**config.mk**
```make
export PLATFORM = sky130hd
export DESIGN_NAME = analog_key_axis_curve_socd_top
export DESIGN_NICKNAME = d
export VERILOG_FILES = /design/src/akc_pkg.sv /design/src/analog_key_axis_curve_socd_top.sv
export VERILOG_INCLUDE_DIRS = /design/src /design/src/src
export SDC_FILE = /design/constraint.sdc
export NUM_CORES = 1
export LEC_CHECK = 0
export BUFFER_PORTS_ARGS = -buffer_cell sky130_fd_sc_hd__clkbuf_2
export CAP_MARGIN = 20
export CORE_MARGIN = 2
export CORE_UTILIZATION = 61
export DETAILED_ROUTE_END_ITERATION = 16
export PLACE_DENSITY = 0.82
export SLEW_MARGIN = 0
export SYNTH_ARGS = -nofsm -noshare
export SYNTH_HDL_FRONTEND = slang
export SYNTH_SLANG_ARGS = --single-unit
```
**constraint.sdc**
```tcl
create_clock -name clk -period 21.2 [get_ports clk]
set_input_delay 5.3 -clock clk [delete_from_list [all_inputs] [get_ports clk]]
set_output_delay 5.3 -clock clk [all_outputs]
set_load 0.02 [all_outputs]
```
**src/analog_key_axis_curve_socd_top_macros.svh**
```systemverilog
// assertion macros for the analog key axis curve and socd block
// included by the rtl files that carry concurrent checks
`ifndef ANALOG_KEY_AXIS_CURVE_SOCD_TOP_MACROS_SVH
`define ANALOG_KEY_AXIS_CURVE_SOCD_TOP_MACROS_SVH

`ifndef SYNTH
// check sampled on clk, off while reset is low
`define AKC_ASSERT_RST(lbl, clk, rstn, prop, msg) \
    lbl: assert property (@(posedge clk) disable iff (!rstn) prop) else $error(msg);
// check sampled on clk, also during reset
`define AKC_ASSERT(lbl, clk, prop, msg) \
    lbl: assert property (@(posedge clk) prop) else $error(msg);
`else
`define AKC_ASSERT_RST(lbl, clk, rstn, prop, msg)
`define AKC_ASSERT(lbl, clk, prop, msg)
`endif

`endif

```
**src/akc_pkg.sv**
```systemverilog
// types and constants for the analog key axis curve and socd block
// no dependencies
package akc_pkg;

    localparam int FRACTION_BITS = 12;
    localparam int PT_W          = 13;
    localparam int CFG_W         = 4 * PT_W;
    localparam int CFG_IDX_W     = 2;
    localparam int DIV_STEPS     = 7;
    localparam int CNT_W         = 3;

    localparam logic [PT_W-1:0] ONE         = PT_W'(1 << FRACTION_BITS);
    localparam logic [PT_W-1:0] PRESS_LEVEL = PT_W'(((1 << FRACTION_BITS) + 5) / 10);
    localparam logic [PT_W-1:0] ZERO_LEVEL  = PT_W'((1 << FRACTION_BITS) / 10000);
    localparam logic [PT_W-1:0] EQUAL_BAND  = PT_W'(((1 << FRACTION_BITS) * 2) / 1000);

    localparam logic [CFG_W-1:0] CURVE_RESET = 52'd17587891077120;

    typedef enum logic [CFG_IDX_W-1:0] {
        REG_CURVE_X = 2'd0,
        REG_CURVE_Y = 2'd1,
        REG_INVERT  = 2'd2,
        REG_SNAPPY  = 2'd3
    } cfg_reg_t;

    typedef enum logic [1:0] {
        DIR_UNKNOWN = 2'd0,
        DIR_MINUS   = 2'd1,
        DIR_PLUS    = 2'd2
    } dir_t;

    typedef enum logic [2:0] {
        ST_IDLE,
        ST_SEL,
        ST_MUL,
        ST_DIV,
        ST_FIN,
        ST_RES,
        ST_SCALE
    } state_t;

endpackage

```
**src/analog_key_axis_curve_socd_top.sv**
```systemverilog
// analog key axis block: deadzone, three segment response curve, socd resolution
// depends on akc_pkg and analog_key_axis_curve_socd_top_macros.svh
//
// usage
// s_axis carries one item per axis update: axis, minus key level, plus key
// level. m_axis returns one signed 16-bit stick value per item, in order.
// the cfg port writes curve_x_points, curve_y_points, invert_input and
// snappy_enable by index; write it only while no item is in flight.
// each level goes through one shared multiplier and one radix-4 divider:
// select segment, multiply, divide and finish, in that order.
// a level that falls outside x0..x3 or on a zero-width segment skips the
// multiply and divide. socd resolution and scaling follow as separate steps.
// an item is taken only in idle, so s_axis_tready is low from accept until
// the result leaves the scale step for the output register; no new item is
// taken while one is in flight.
// the output register holds a result while m_axis_tready is low; the next
// item can be accepted meanwhile and waits in the scale step for the slot.
// reset clears the registers to their reset curve, the per-axis key history
// and the output valid flag.
`include "analog_key_axis_curve_socd_top_macros.svh"

module analog_key_axis_curve_socd_top
    import akc_pkg::*;
#(
    parameter int AXIS_COUNT = 4
)
(
    input  logic                 clk,
    input  logic                 rst_n,
    input  logic                 s_axis_tvalid,
    output logic                 s_axis_tready,
    input  logic [31:0]          s_axis_tdata,  // axis[1:0], minus_level[14:2], plus_level[27:15]
    output logic                 m_axis_tvalid,
    input  logic                 m_axis_tready,
    output logic [15:0]          m_axis_tdata,  // stick_value[15:0]
    input  logic                 cfg_we,
    input  logic [CFG_IDX_W-1:0] cfg_index,
    input  logic [CFG_W-1:0]     cfg_data
);

    localparam int IDX_W = (AXIS_COUNT > 1) ? $clog2(AXIS_COUNT) : 1;

    // configuration
    logic [CFG_W-1:0] x_pts_reg;
    logic [CFG_W-1:0] y_pts_reg;
    logic             invert_reg;
    logic             snappy_reg;

    // per-axis key history
    logic prev_m_reg [AXIS_COUNT];
    logic prev_p_reg [AXIS_COUNT];
    dir_t last_dir_reg [AXIS_COUNT];

    // sequencer and datapath
    state_t state_reg, state_next;
    logic [1:0]       axis_reg;
    logic [PT_W-1:0]  minus_reg;
    logic [PT_W-1:0]  plus_reg;
    logic             lvl_reg;
    logic [PT_W-1:0]  ya_reg;
    logic signed [PT_W:0] dy_reg;
    logic [PT_W-1:0]  n_reg;
    logic [PT_W-1:0]  d_reg;
    logic             neg_reg;
    logic [PT_W:0]    rem_reg;
    logic [PT_W:0]    num_reg;
    logic [PT_W:0]    q_reg;
    logic [CNT_W-1:0] cnt_reg;
    logic [PT_W-1:0]  mv_reg;
    logic [PT_W-1:0]  pv_reg;
    logic signed [PT_W:0] v_reg;
    logic             out_valid_reg;
    logic [15:0]      out_data_reg;

    // control from the output block
    logic in_take;
    logic out_load;

    // segment selection
    logic [PT_W-1:0] px [4];
    logic [PT_W-1:0] py [4];
    logic [PT_W-1:0] raw_lvl, x_sat, x_val;
    logic [PT_W-1:0] xa, ya, xb, yb;
    logic signed [PT_W:0] d_s, n_s, dy_s;
    logic            sel_direct;
    logic [PT_W-1:0] sel_y;

    // multiply
    logic signed [2*PT_W+1:0] prod;
    logic [2*PT_W+1:0]        prod_mag;

    // divider step
    logic [PT_W:0] r1, r2;
    logic          q1, q2;

    // finish
    logic signed [PT_W+2:0] fin_sum;
    logic [PT_W-1:0]        fin_y;

    // resolve
    logic [IDX_W-1:0] idx;
    logic             axis_ok;
    logic             use_snappy;
    logic             mdown, pdown;
    dir_t             dir_new;
    logic [PT_W-1:0]  mx;
    logic signed [PT_W:0] diff;
    logic signed [PT_W:0] res_v;

    // scaling
    logic [PT_W-1:0] mag;
    logic [29:0]     scaled;
    logic [15:0]     s_mag;

    always_comb
    begin
        for (int k = 0; k < 4; k++)
        begin
            px[k] = x_pts_reg[PT_W*k +: PT_W];
            py[k] = y_pts_reg[PT_W*k +: PT_W];
        end
    end

    // segment selection and shortcuts
    always_comb
    begin
        raw_lvl = lvl_reg ? plus_reg : minus_reg;
        x_sat   = (raw_lvl > ONE) ? ONE : raw_lvl;
        x_val   = invert_reg ? (ONE - x_sat) : x_sat;
        if (x_val <= px[1])
        begin
            xa = px[0]; ya = py[0]; xb = px[1]; yb = py[1];
        end
        else if (x_val <= px[2])
        begin
            xa = px[1]; ya = py[1]; xb = px[2]; yb = py[2];
        end
        else
        begin
            xa = px[2]; ya = py[2]; xb = px[3]; yb = py[3];
        end
        d_s  = $signed({1'b0, xb}) - $signed({1'b0, xa});
        n_s  = $signed({1'b0, x_val}) - $signed({1'b0, xa});
        dy_s = $signed({1'b0, yb}) - $signed({1'b0, ya});
        if (d_s < 0)
        begin
            d_s = -d_s;
            n_s = -n_s;
        end
        if (n_s < 0)
            n_s = '0;
        else if (n_s > d_s)
            n_s = d_s;
        sel_direct = 1'b0;
        sel_y      = '0;
        if (x_val < px[0])
        begin
            sel_direct = 1'b1;
            sel_y      = '0;
        end
        else if (x_val > px[3])
        begin
            sel_direct = 1'b1;
            sel_y      = (py[3] > ONE) ? ONE : py[3];
        end
        else if (d_s == 0)
        begin
            sel_direct = 1'b1;
            sel_y      = (yb > ONE) ? ONE : yb;
        end
    end

    // shared multiplier
    always_comb
    begin
        prod     = dy_reg * $signed({1'b0, n_reg});
        prod_mag = prod[2*PT_W+1] ? 28'(-prod) : 28'(prod);
    end

    // two restoring steps per cycle
    always_comb
    begin
        r1 = {rem_reg[PT_W-1:0], num_reg[PT_W]};
        q1 = (r1 >= {1'b0, d_reg});
        if (q1)
            r1 = r1 - {1'b0, d_reg};
        r2 = {r1[PT_W-1:0], num_reg[PT_W-1]};
        q2 = (r2 >= {1'b0, d_reg});
        if (q2)
            r2 = r2 - {1'b0, d_reg};
    end

    always_comb
    begin
        fin_sum = $signed({3'b000, ya_reg})
                + (neg_reg ? -$signed({2'b00, q_reg}) : $signed({2'b00, q_reg}));
        if (fin_sum < 0)
            fin_y = '0;
        else if (fin_sum > $signed({3'b000, ONE}))
            fin_y = ONE;
        else
            fin_y = fin_sum[PT_W-1:0];
    end

    // socd resolution
    always_comb
    begin
        idx        = IDX_W'(axis_reg);
        axis_ok    = int'(axis_reg) < AXIS_COUNT;
        use_snappy = snappy_reg && axis_ok;
        mdown      = mv_reg >= PRESS_LEVEL;
        pdown      = pv_reg >= PRESS_LEVEL;
        dir_new    = last_dir_reg[idx];
        if (mdown && !prev_m_reg[idx])
            dir_new = DIR_MINUS;
        if (pdown && !prev_p_reg[idx])
            dir_new = DIR_PLUS;
        mx   = (mv_reg > pv_reg) ? mv_reg : pv_reg;
        diff = $signed({1'b0, pv_reg}) - $signed({1'b0, mv_reg});
        if (!use_snappy)
            res_v = diff;
        else if (mx <= ZERO_LEVEL)
            res_v = '0;
        else if (diff > $signed({1'b0, EQUAL_BAND}))
            res_v = $signed({1'b0, mx});
        else if (diff < -$signed({1'b0, EQUAL_BAND}))
            res_v = -$signed({1'b0, mx});
        else
        begin
            case (dir_new)
                DIR_PLUS:  res_v = $signed({1'b0, mx});
                DIR_MINUS: res_v = -$signed({1'b0, mx});
                default:   res_v = '0;
            endcase
        end
    end

    // scale to stick range, round half away from zero
    always_comb
    begin
        mag    = v_reg[PT_W] ? PT_W'(-v_reg) : v_reg[PT_W-1:0];
        scaled = ({mag, 17'd0} >> 1) - {16'd0, mag, 1'b0} + 30'(ONE);
        s_mag  = scaled[FRACTION_BITS+1 +: 16];
    end

    // next state
    always_comb
    begin
        state_next = state_reg;
        case (state_reg)
            ST_IDLE:
                if (in_take)
                    state_next = ST_SEL;
            ST_SEL:
                if (!sel_direct)
                    state_next = ST_MUL;
                else if (lvl_reg)
                    state_next = ST_RES;
            ST_MUL:
                state_next = ST_DIV;
            ST_DIV:
                if (cnt_reg == CNT_W'(DIV_STEPS - 1))
                    state_next = ST_FIN;
            ST_FIN:
                state_next = lvl_reg ? ST_RES : ST_SEL;
            ST_RES:
                state_next = ST_SCALE;
            ST_SCALE:
                if (out_load)
                    state_next = ST_IDLE;
            default:
                state_next = ST_IDLE;
        endcase
    end

    // outputs of the sequencer
    always_comb
    begin
        s_axis_tready = (state_reg == ST_IDLE);
        in_take       = s_axis_tready && s_axis_tvalid;
        out_load      = (state_reg == ST_SCALE) && (!out_valid_reg || m_axis_tready);
    end

    assign m_axis_tvalid = out_valid_reg;
    assign m_axis_tdata  = out_data_reg;

    always_ff @(posedge clk or negedge rst_n)
    begin
        if (!rst_n)
        begin
            x_pts_reg  <= CURVE_RESET;
            y_pts_reg  <= CURVE_RESET;
            invert_reg <= 1'b0;
            snappy_reg <= 1'b0;
        end
        else if (cfg_we)
        begin
            case (cfg_reg_t'(cfg_index))
                REG_CURVE_X: x_pts_reg  <= cfg_data;
                REG_CURVE_Y: y_pts_reg  <= cfg_data;
                REG_INVERT:  invert_reg <= cfg_data[0];
                REG_SNAPPY:  snappy_reg <= cfg_data[0];
                default:     x_pts_reg  <= x_pts_reg;
            endcase
        end
    end

    always_ff @(posedge clk or negedge rst_n)
    begin
        if (!rst_n)
        begin
            state_reg     <= ST_IDLE;
            out_valid_reg <= 1'b0;
            lvl_reg       <= 1'b0;
            cnt_reg       <= '0;
            for (int i = 0; i < AXIS_COUNT; i++)
            begin
                prev_m_reg[i]   <= 1'b0;
                prev_p_reg[i]   <= 1'b0;
                last_dir_reg[i] <= DIR_UNKNOWN;
            end
        end
        else
        begin
            state_reg <= state_next;
            if (out_load)
                out_valid_reg <= 1'b1;
            else if (m_axis_tready)
                out_valid_reg <= 1'b0;
            case (state_reg)
                ST_IDLE:
                    lvl_reg <= 1'b0;
                ST_SEL:
                    if (sel_direct)
                        lvl_reg <= 1'b1;
                ST_MUL:
                    cnt_reg <= '0;
                ST_DIV:
                    cnt_reg <= cnt_reg + 1'b1;
                ST_FIN:
                    lvl_reg <= 1'b1;
                ST_RES:
                    if (use_snappy)
                    begin
                        prev_m_reg[idx]   <= mdown;
                        prev_p_reg[idx]   <= pdown;
                        last_dir_reg[idx] <= dir_new;
                    end
                default:
                    cnt_reg <= cnt_reg;
            endcase
        end
    end

    // payload registers
    always_ff @(posedge clk)
    begin
        if (in_take)
        begin
            axis_reg  <= s_axis_tdata[1:0];
            minus_reg <= s_axis_tdata[14:2];
            plus_reg  <= s_axis_tdata[27:15];
        end
        if (state_reg == ST_SEL)
        begin
            ya_reg <= ya;
            dy_reg <= dy_s;
            n_reg  <= n_s[PT_W-1:0];
            d_reg  <= d_s[PT_W-1:0];
            if (sel_direct)
            begin
                if (lvl_reg)
                    pv_reg <= sel_y;
                else
                    mv_reg <= sel_y;
            end
        end
        if (state_reg == ST_MUL)
        begin
            neg_reg <= prod[2*PT_W+1];
            rem_reg <= {2'b00, prod_mag[2*PT_W-1:PT_W+1]};
            num_reg <= prod_mag[PT_W:0];
            q_reg   <= '0;
        end
        if (state_reg == ST_DIV)
        begin
            rem_reg <= r2;
            num_reg <= {num_reg[PT_W-2:0], 2'b00};
            q_reg   <= {q_reg[PT_W-2:0], q1, q2};
        end
        if (state_reg == ST_FIN)
        begin
            if (lvl_reg)
                pv_reg <= fin_y;
            else
                mv_reg <= fin_y;
        end
        if (state_reg == ST_RES)
            v_reg <= res_v;
        if (out_load)
            out_data_reg <= v_reg[PT_W] ? -s_mag : s_mag;
    end

    `AKC_ASSERT_RST(a_busy_after_take, clk, rst_n, (in_take |=> !s_axis_tready), "ready high right after an accepted item")
    `AKC_ASSERT_RST(a_quot_range, clk, rst_n, ((state_reg == ST_FIN) |-> (q_reg[PT_W] == 1'b0)), "quotient exceeds the point range")
    `AKC_ASSERT_RST(a_levels_range, clk, rst_n, ((state_reg == ST_RES) |-> ((mv_reg <= ONE) && (pv_reg <= ONE))), "shaped level above full travel")
    `AKC_ASSERT_RST(a_stick_range, clk, rst_n, (m_axis_tvalid |-> (m_axis_tdata != 16'h8000)), "stick value out of range")

endmodule

```
Yosys cells after proc, flatten, opt, wreduce, memory -nomap -nowiden:

Cells that the tools add are included.

* register bits: 309
* input bits: 91
* logic and storage cells: 199
* output and inout bits: 18

* add/sub/neg operators: 18
* multiplexer cells: 82
* equal/unequal tests: 17
* magnitude comparators: 22
* multiply operators: 1
* reduce and logical (&&, ||, !) cells: 22
* bitwise gates (word level): 1

Operator list (count)
* 13-bit 2-to-1 mux: 35
* 14-bit 2-to-1 mux: 10
* 13-bit by 13-bit subtractor with 14-bit output: 4
* 13-bit greater-than comparator (second input constant): 3
* 32-bit logical NOT: 1
* 16-bit 2-to-1 mux: 2
* 29-bit by 13-bit adder with 29-bit output (second input constant): 1
* 29-bit by 14-bit subtractor with 29-bit output: 1
* 14-bit by 13-bit >= comparator with 1-bit output: 2
* 14-bit by 1-bit less-than comparator with 1-bit output (second input constant): 2
* 14-bit by 14-bit multiplier with 28-bit output: 1
* 14-bit negator: 2
* 14-bit one-hot mux with 2 select lines: 1
* 13-bit by 9-bit >= comparator with 1-bit output (second input constant): 2
* 13-bit greater-than comparator: 2
* 13-bit <= comparator: 2
* 26-bit 2-to-1 mux: 1
* 26-bit negator: 1
* 13-bit subtractor: 2
* 3-bit one-hot mux with 7 select lines: 1
* 3-bit 2-to-1 mux: 6
* 14-bit by 16-bit adder with 16-bit output: 1
* 16-bit by 14-bit greater-than comparator with 1-bit output (second input constant): 1
* 16-bit by 1-bit less-than comparator with 1-bit output (second input constant): 1
* other kinds (41): 78

Logic depth before layout (Yosys ltp):

* depth after elaboration: 20
* mapped depth: 51
* mapped depth without buffers: 46

Least setup slack after synthesis:

No wires, ideal clock.

* kind: register to register
* from: register lvl_reg
* to: register n_reg[10], data pin
* stages on the path, launching flop included: 44
* arrival: 10.058 ns
* setup time: 0.167 ns
* path slack: 10.975 ns
* cells stage by stage: dfrtp_1 -> buf_2 -> nor3b_1 -> o211ai_1 -> o41ai_4 -> nand2_1 -> ha_1 -> nand2_1 -> o21ai_0 -> a22o_1 -> ha_1 -> nand3_1 -> nor3_2 -> a21oi_4 -> a21oi_2 -> clkbuf_1 -> clkbuf_1 -> clkbuf_1 -> (+8 left out) -> or4_4 -> o31ai_4 -> xor2_1 -> a2111oi_2 -> and3_1 -> a31oi_1 -> xnor2_1 -> inv_1 -> ha_1 -> nand4_1 -> nor2_1 -> a21oi_1 -> nand3_1 -> o21ai_0 -> a31oi_1 -> clkbuf_1 -> nor2_1 -> a211oi_1

* longest elaborated chain between the ends: 13
* elaborated cells on any way between the ends: 21
* classes of those cells: add/sub (5); order compare (6); mux (10)

RTL lines
* from (decl): RTL line analog_key_axis_curve_socd_top.sv:59 `logic lvl_reg;`
* from (signal assigned): RTL line analog_key_axis_curve_socd_top.sv:314 `lvl_reg <= 1'b0;`
* from (signal assigned): RTL line analog_key_axis_curve_socd_top.sv:332 `lvl_reg <= 1'b0;`
* from (signal assigned): RTL line analog_key_axis_curve_socd_top.sv:335 `lvl_reg <= 1'b1;`
* 13-bit 2-to-1 mux *: RTL line analog_key_axis_curve_socd_top.sv:127 `raw_lvl = lvl_reg ? plus_reg : minus_reg;`
* 13-bit greater-than comparator: RTL line analog_key_axis_curve_socd_top.sv:128 `x_sat = (raw_lvl > ONE) ? ONE : raw_lvl;`
* 13-bit 2-to-1 mux *: RTL line analog_key_axis_curve_socd_top.sv:128
* 13-bit subtractor: RTL line analog_key_axis_curve_socd_top.sv:129 `x_val = invert_reg ? (ONE - x_sat) : x_sat;`
* 13-bit 2-to-1 mux *: RTL line analog_key_axis_curve_socd_top.sv:129
* 13-bit <= comparator: RTL line analog_key_axis_curve_socd_top.sv:134 `else if (x_val <= px[2])`
* 13-bit 2-to-1 mux: RTL line analog_key_axis_curve_socd_top.sv:134
* 13-bit 2-to-1 mux: RTL line analog_key_axis_curve_socd_top.sv:130 `if (x_val <= px[1])`
* 13-bit by 13-bit subtractor with 14-bit output *: RTL line analog_key_axis_curve_socd_top.sv:142 `d_s = $signed({1'b0, xb}) - $signed({1'b0, xa});`
* 14-bit negator or 14-bit by 1-bit less-than comparator with 1-bit output (tied branches): RTL line analog_key_axis_curve_socd_top.sv:147, analog_key_axis_curve_socd_top.sv:145
* 14-bit 2-to-1 mux *: RTL line analog_key_axis_curve_socd_top.sv:145 `if (d_s < 0)`
* net d_s[11]: RTL line analog_key_axis_curve_socd_top.sv:84 `logic signed [PT_W:0] d_s, n_s, dy_s;`
* 14-bit greater-than comparator *: RTL line analog_key_axis_curve_socd_top.sv:152 `else if (n_s > d_s)`
* 13-bit 2-to-1 mux *: RTL line analog_key_axis_curve_socd_top.sv:152
* to (signal assigned): RTL line analog_key_axis_curve_socd_top.sv:368 `n_reg <= n_s[PT_W-1:0];`
* to (decl): RTL line analog_key_axis_curve_socd_top.sv:62 `logic [PT_W-1:0] n_reg;`

The timed path passes the listed nets; every way through them passes the cells marked *.
A chain may end at the register's enable or synchronous reset.

Final worst setup path:

* from: register lvl_reg
* to: register n_reg[8], data pin

The elaborated chain is that of the path after synthesis.

==> impl_results.md <==
- Run status: finished clean
- Die Y-Extent: 227.4 µm
- Yosys cell types: 109
- Final worst path period need: between 10 and 15 ns
- Final setup fails: 0
- Core Region: 49050 µm²
- Vias per cell: 6.204
- Syn. warnings: 0
- CTS H-tree depth: 2
- CP startpoint: lvl_reg$_DFFE_PN0P_
- WL per Instance: ~20 µm
- Mapped Cells: 3321
- Ys async rst share: 42.07%
- CP required: 21.53 ns
- Initial DRC count: 2010
- Final WS setup: slightly above 8 ns
- Gr usage total: 31.79%
- Crit path launch type: flip-flop
- Netlist Area Pre-Place: 30440 µm²
- Die W: between 200 and 250 µm
- CTS Hold Bufs: 0
- RSZ-0062 raised after global routing: false
- IO Port Bufs: 104
- EDFF count, synth: 177
- Hold path startpoint: num_reg[0]$_SDFFE_PP0P_
- First-pass GRT wire length: 129500 µm
- Pre-CTS setup slack: 8.447 ns
- Crit Path Category: flip-flop to flip-flop
- Num Clock Sinks: 309
- Reg2reg start: lvl_reg$_DFFE_PN0P_
- Largest net degree at the start of global routing: 101
- Final nets: 3871
- Endpoint kind of the worst setup timing path: flip-flop
- CTS tree: yes
- Register bit total from synthesis: 309
- Initial Util: 62.05%
- Seq/Total Area, Yosys: 28.38%
- Clock Root Buffer: clkbuf_16
- Max incr delay on CP: 0.89 ns
- Critical path peak fanout: 62
- Vias in the first global route: approximately 25000
- Antenna Cells: 0
- Crit-path slowest cell: xnor2_1
- Clock Skews: 0.02401 ns
- Vias: 25150
- Total wire length: ~80000 µm
- Number of cell rows: 81
- Period utilisation layout: 60.85%
- Clock latency on the worst-skew pair: approximately 0.56 ns
- Post-DP HPWL: 63500 µm
- Initial DRT Pass Iterations: 6
- Ports: 109
- Setup TNS: 0 ns
- Hold Crit Class: flip-flop to flip-flop
- Antenna violations before repair: 0
- Pins over their slew limit: 0
- GRT overflow: 0
- Syn Nets: between 3000 and 4000
- Post-DRT Antenna Nets: 0
- Syn Area/Cell: roughly 9.2 µm²
- Area growth, synth to finish: 7.614%
- Setup bufs post-CTS: 0
- CP most frequent cell: nor2_1
- GPL Wtd Cong: slightly below 1
- Clock transition at path regs: 0.06 ns
- Arr. time, crit path: 13.23 ns
- Final Hold Vio Count: 0
- Main flop type after synthesis: edfxtp_1
- Max_cap viols: 0
- Relative slew slack: 25.07%
- Final hold slack: 0.4657 ns
- Gates resized, CTS repair: 0
- CTS max path bufs: 3
- Layout cells sized above 1: 10.92%
- Drt drc: 0
- TritonCTS Buffers: 36
- Die area: 51700 µm²
- FMAX: 77.52 MHz
- Worst-Margin Slew: 1.116 ns
## placed cells by master (no fill, tap or decap), drive strengths merged, types with 26 or more instances in the layout
cell / netlist / routed
nor2b: 37 / 37
o221ai: 28 / 28
mux2: 79 / 79
a21o: 33 / 33
o21a: 29 / 29
edfxtp: 177 / 177
and2: 115 / 115
xnor2: 144 / 144
dfrtp: 106 / 106
inv: 381 / 380
ha: 232 / 232
clkbuf: 101 / 156
nor2: 206 / 206
fa: 187 / 187
or3: 26 / 26
nand2b: 35 / 35
xor2: 52 / 52
mux2i: 65 / 65
a211oi: 41 / 41
a21oi: 154 / 154
nand2: 346 / 346
o31ai: 28 / 28
nor3: 56 / 56
o21ai: 241 / 241
nand3: 48 / 48
## metrics by stage
stage	util [%]	std cells	area, µm²
2_1_floorplan	-	3321	30440
3_3_place_gp	64.19	3983	31490
3_5_place_dp	64.19	3983	31490
4_1_cts	66.64	4049	32690
5_1_grt	66.77	4053	32750
6_report	66.77	4053	32750
## worst paths after layout
kind | slack (ns) | depth (start not counted) | end
hold / removal | 0.47 | 2 | num_reg[0]$_SDFFE_PP0P_
setup / recovery | 8.30 | 42 | n_reg[8]$_SDFFCE_PN0P_
setup reg to reg | 8.30 | 42 | n_reg[8]$_SDFFCE_PN0P_
max in group asynchronous | 15.22 | 2 | y_pts_reg[10]$_DFFE_PN0P_
hold reg to reg | 0.47 | 2 | num_reg[0]$_SDFFE_PP0P_
min in group asynchronous | 4.77 | 1 | invert_reg$_DFFE_PN0P_
## critical path, delay by kind of cell, from the launching register on
| family | cells | cell delay, ns |
|---|---|---|
| buffers and inverters | 5 | 1.44 |
| adder cells (fa/ha/maj) | 5 | 1.84 |
| XOR/XNOR | 3 | 1.78 |
| AND/OR/NAND/NOR | 16 | 3.20 |
| AO/OA/AOI/OAI | 13 | 4.01 |
| flip-flops | 1 | 0.33 |
## routing by layer
layer  wire length, µm  GRT usage (%)  share of wire (%)
met4              3955          14.51                4.9
met5                 0              0                  0
met2             38720          53.76                 48
met3              5076          3.382                6.3
met1             32730          41.31                 41
## Yosys cell counts (23+ instances only)
cell / n / area share (%)
nand4_1: 23 / 0.47
inv_1: 380 / 4.7
edfxtp_1: 177 / 17
ha_1: 232 / 9.5
nand2b_1: 35 / 0.72
nor2_1: 205 / 2.5
nand3_1: 47 / 0.77
mux2i_1: 65 / 2.1
mux2_2: 79 / 2.9
dfstp_2: 24 / 2.1
fa_1: 187 / 12
o21a_1: 28 / 0.69
a21oi_1: 152 / 2.5
dfrtp_1: 106 / 8.7
nand2_1: 346 / 4.3
or3_1: 26 / 0.53
and2_1: 114 / 2.3
and3_1: 24 / 0.49
o21ai_0: 233 / 3.8
o31ai_1: 27 / 0.67
a21o_1: 32 / 0.79
xnor2_1: 142 / 4.1
a211oi_1: 38 / 0.94
nor2b_1: 37 / 0.76
xor2_1: 51 / 1.5
clkbuf_1: 101 / 1.2
nor3_1: 55 / 0.90
## logic make-up after synthesis
kind of cell             count (synthesis)  share of synthesized area, %
AND/OR/NAND/NOR                       1014                         16.56
AO/OA/AOI/OAI                          724                         15.64
buffers and inverters                  508                         6.376
adder cells (fa/ha/maj)                422                         21.94
flip-flops                             309                         28.38
XOR/XNOR                               196                         5.751
multiplexers                           148                         5.357
## area by class of cell
class | instances | area (µm²)
fill | 3886 | 16300
clock inverter | 13 | 136.4
tap | 664 | 830.8
clock buffer | 53 | 1065
timing repair buffer | 128 | 742.0
sequential | 309 | 8638
inverter | 382 | 1434
multi-input combinational | 2504 | 19910
Power is not shown: default switching activity piles up to over one toggle a cycle in this logic, so the estimate is an artifact.
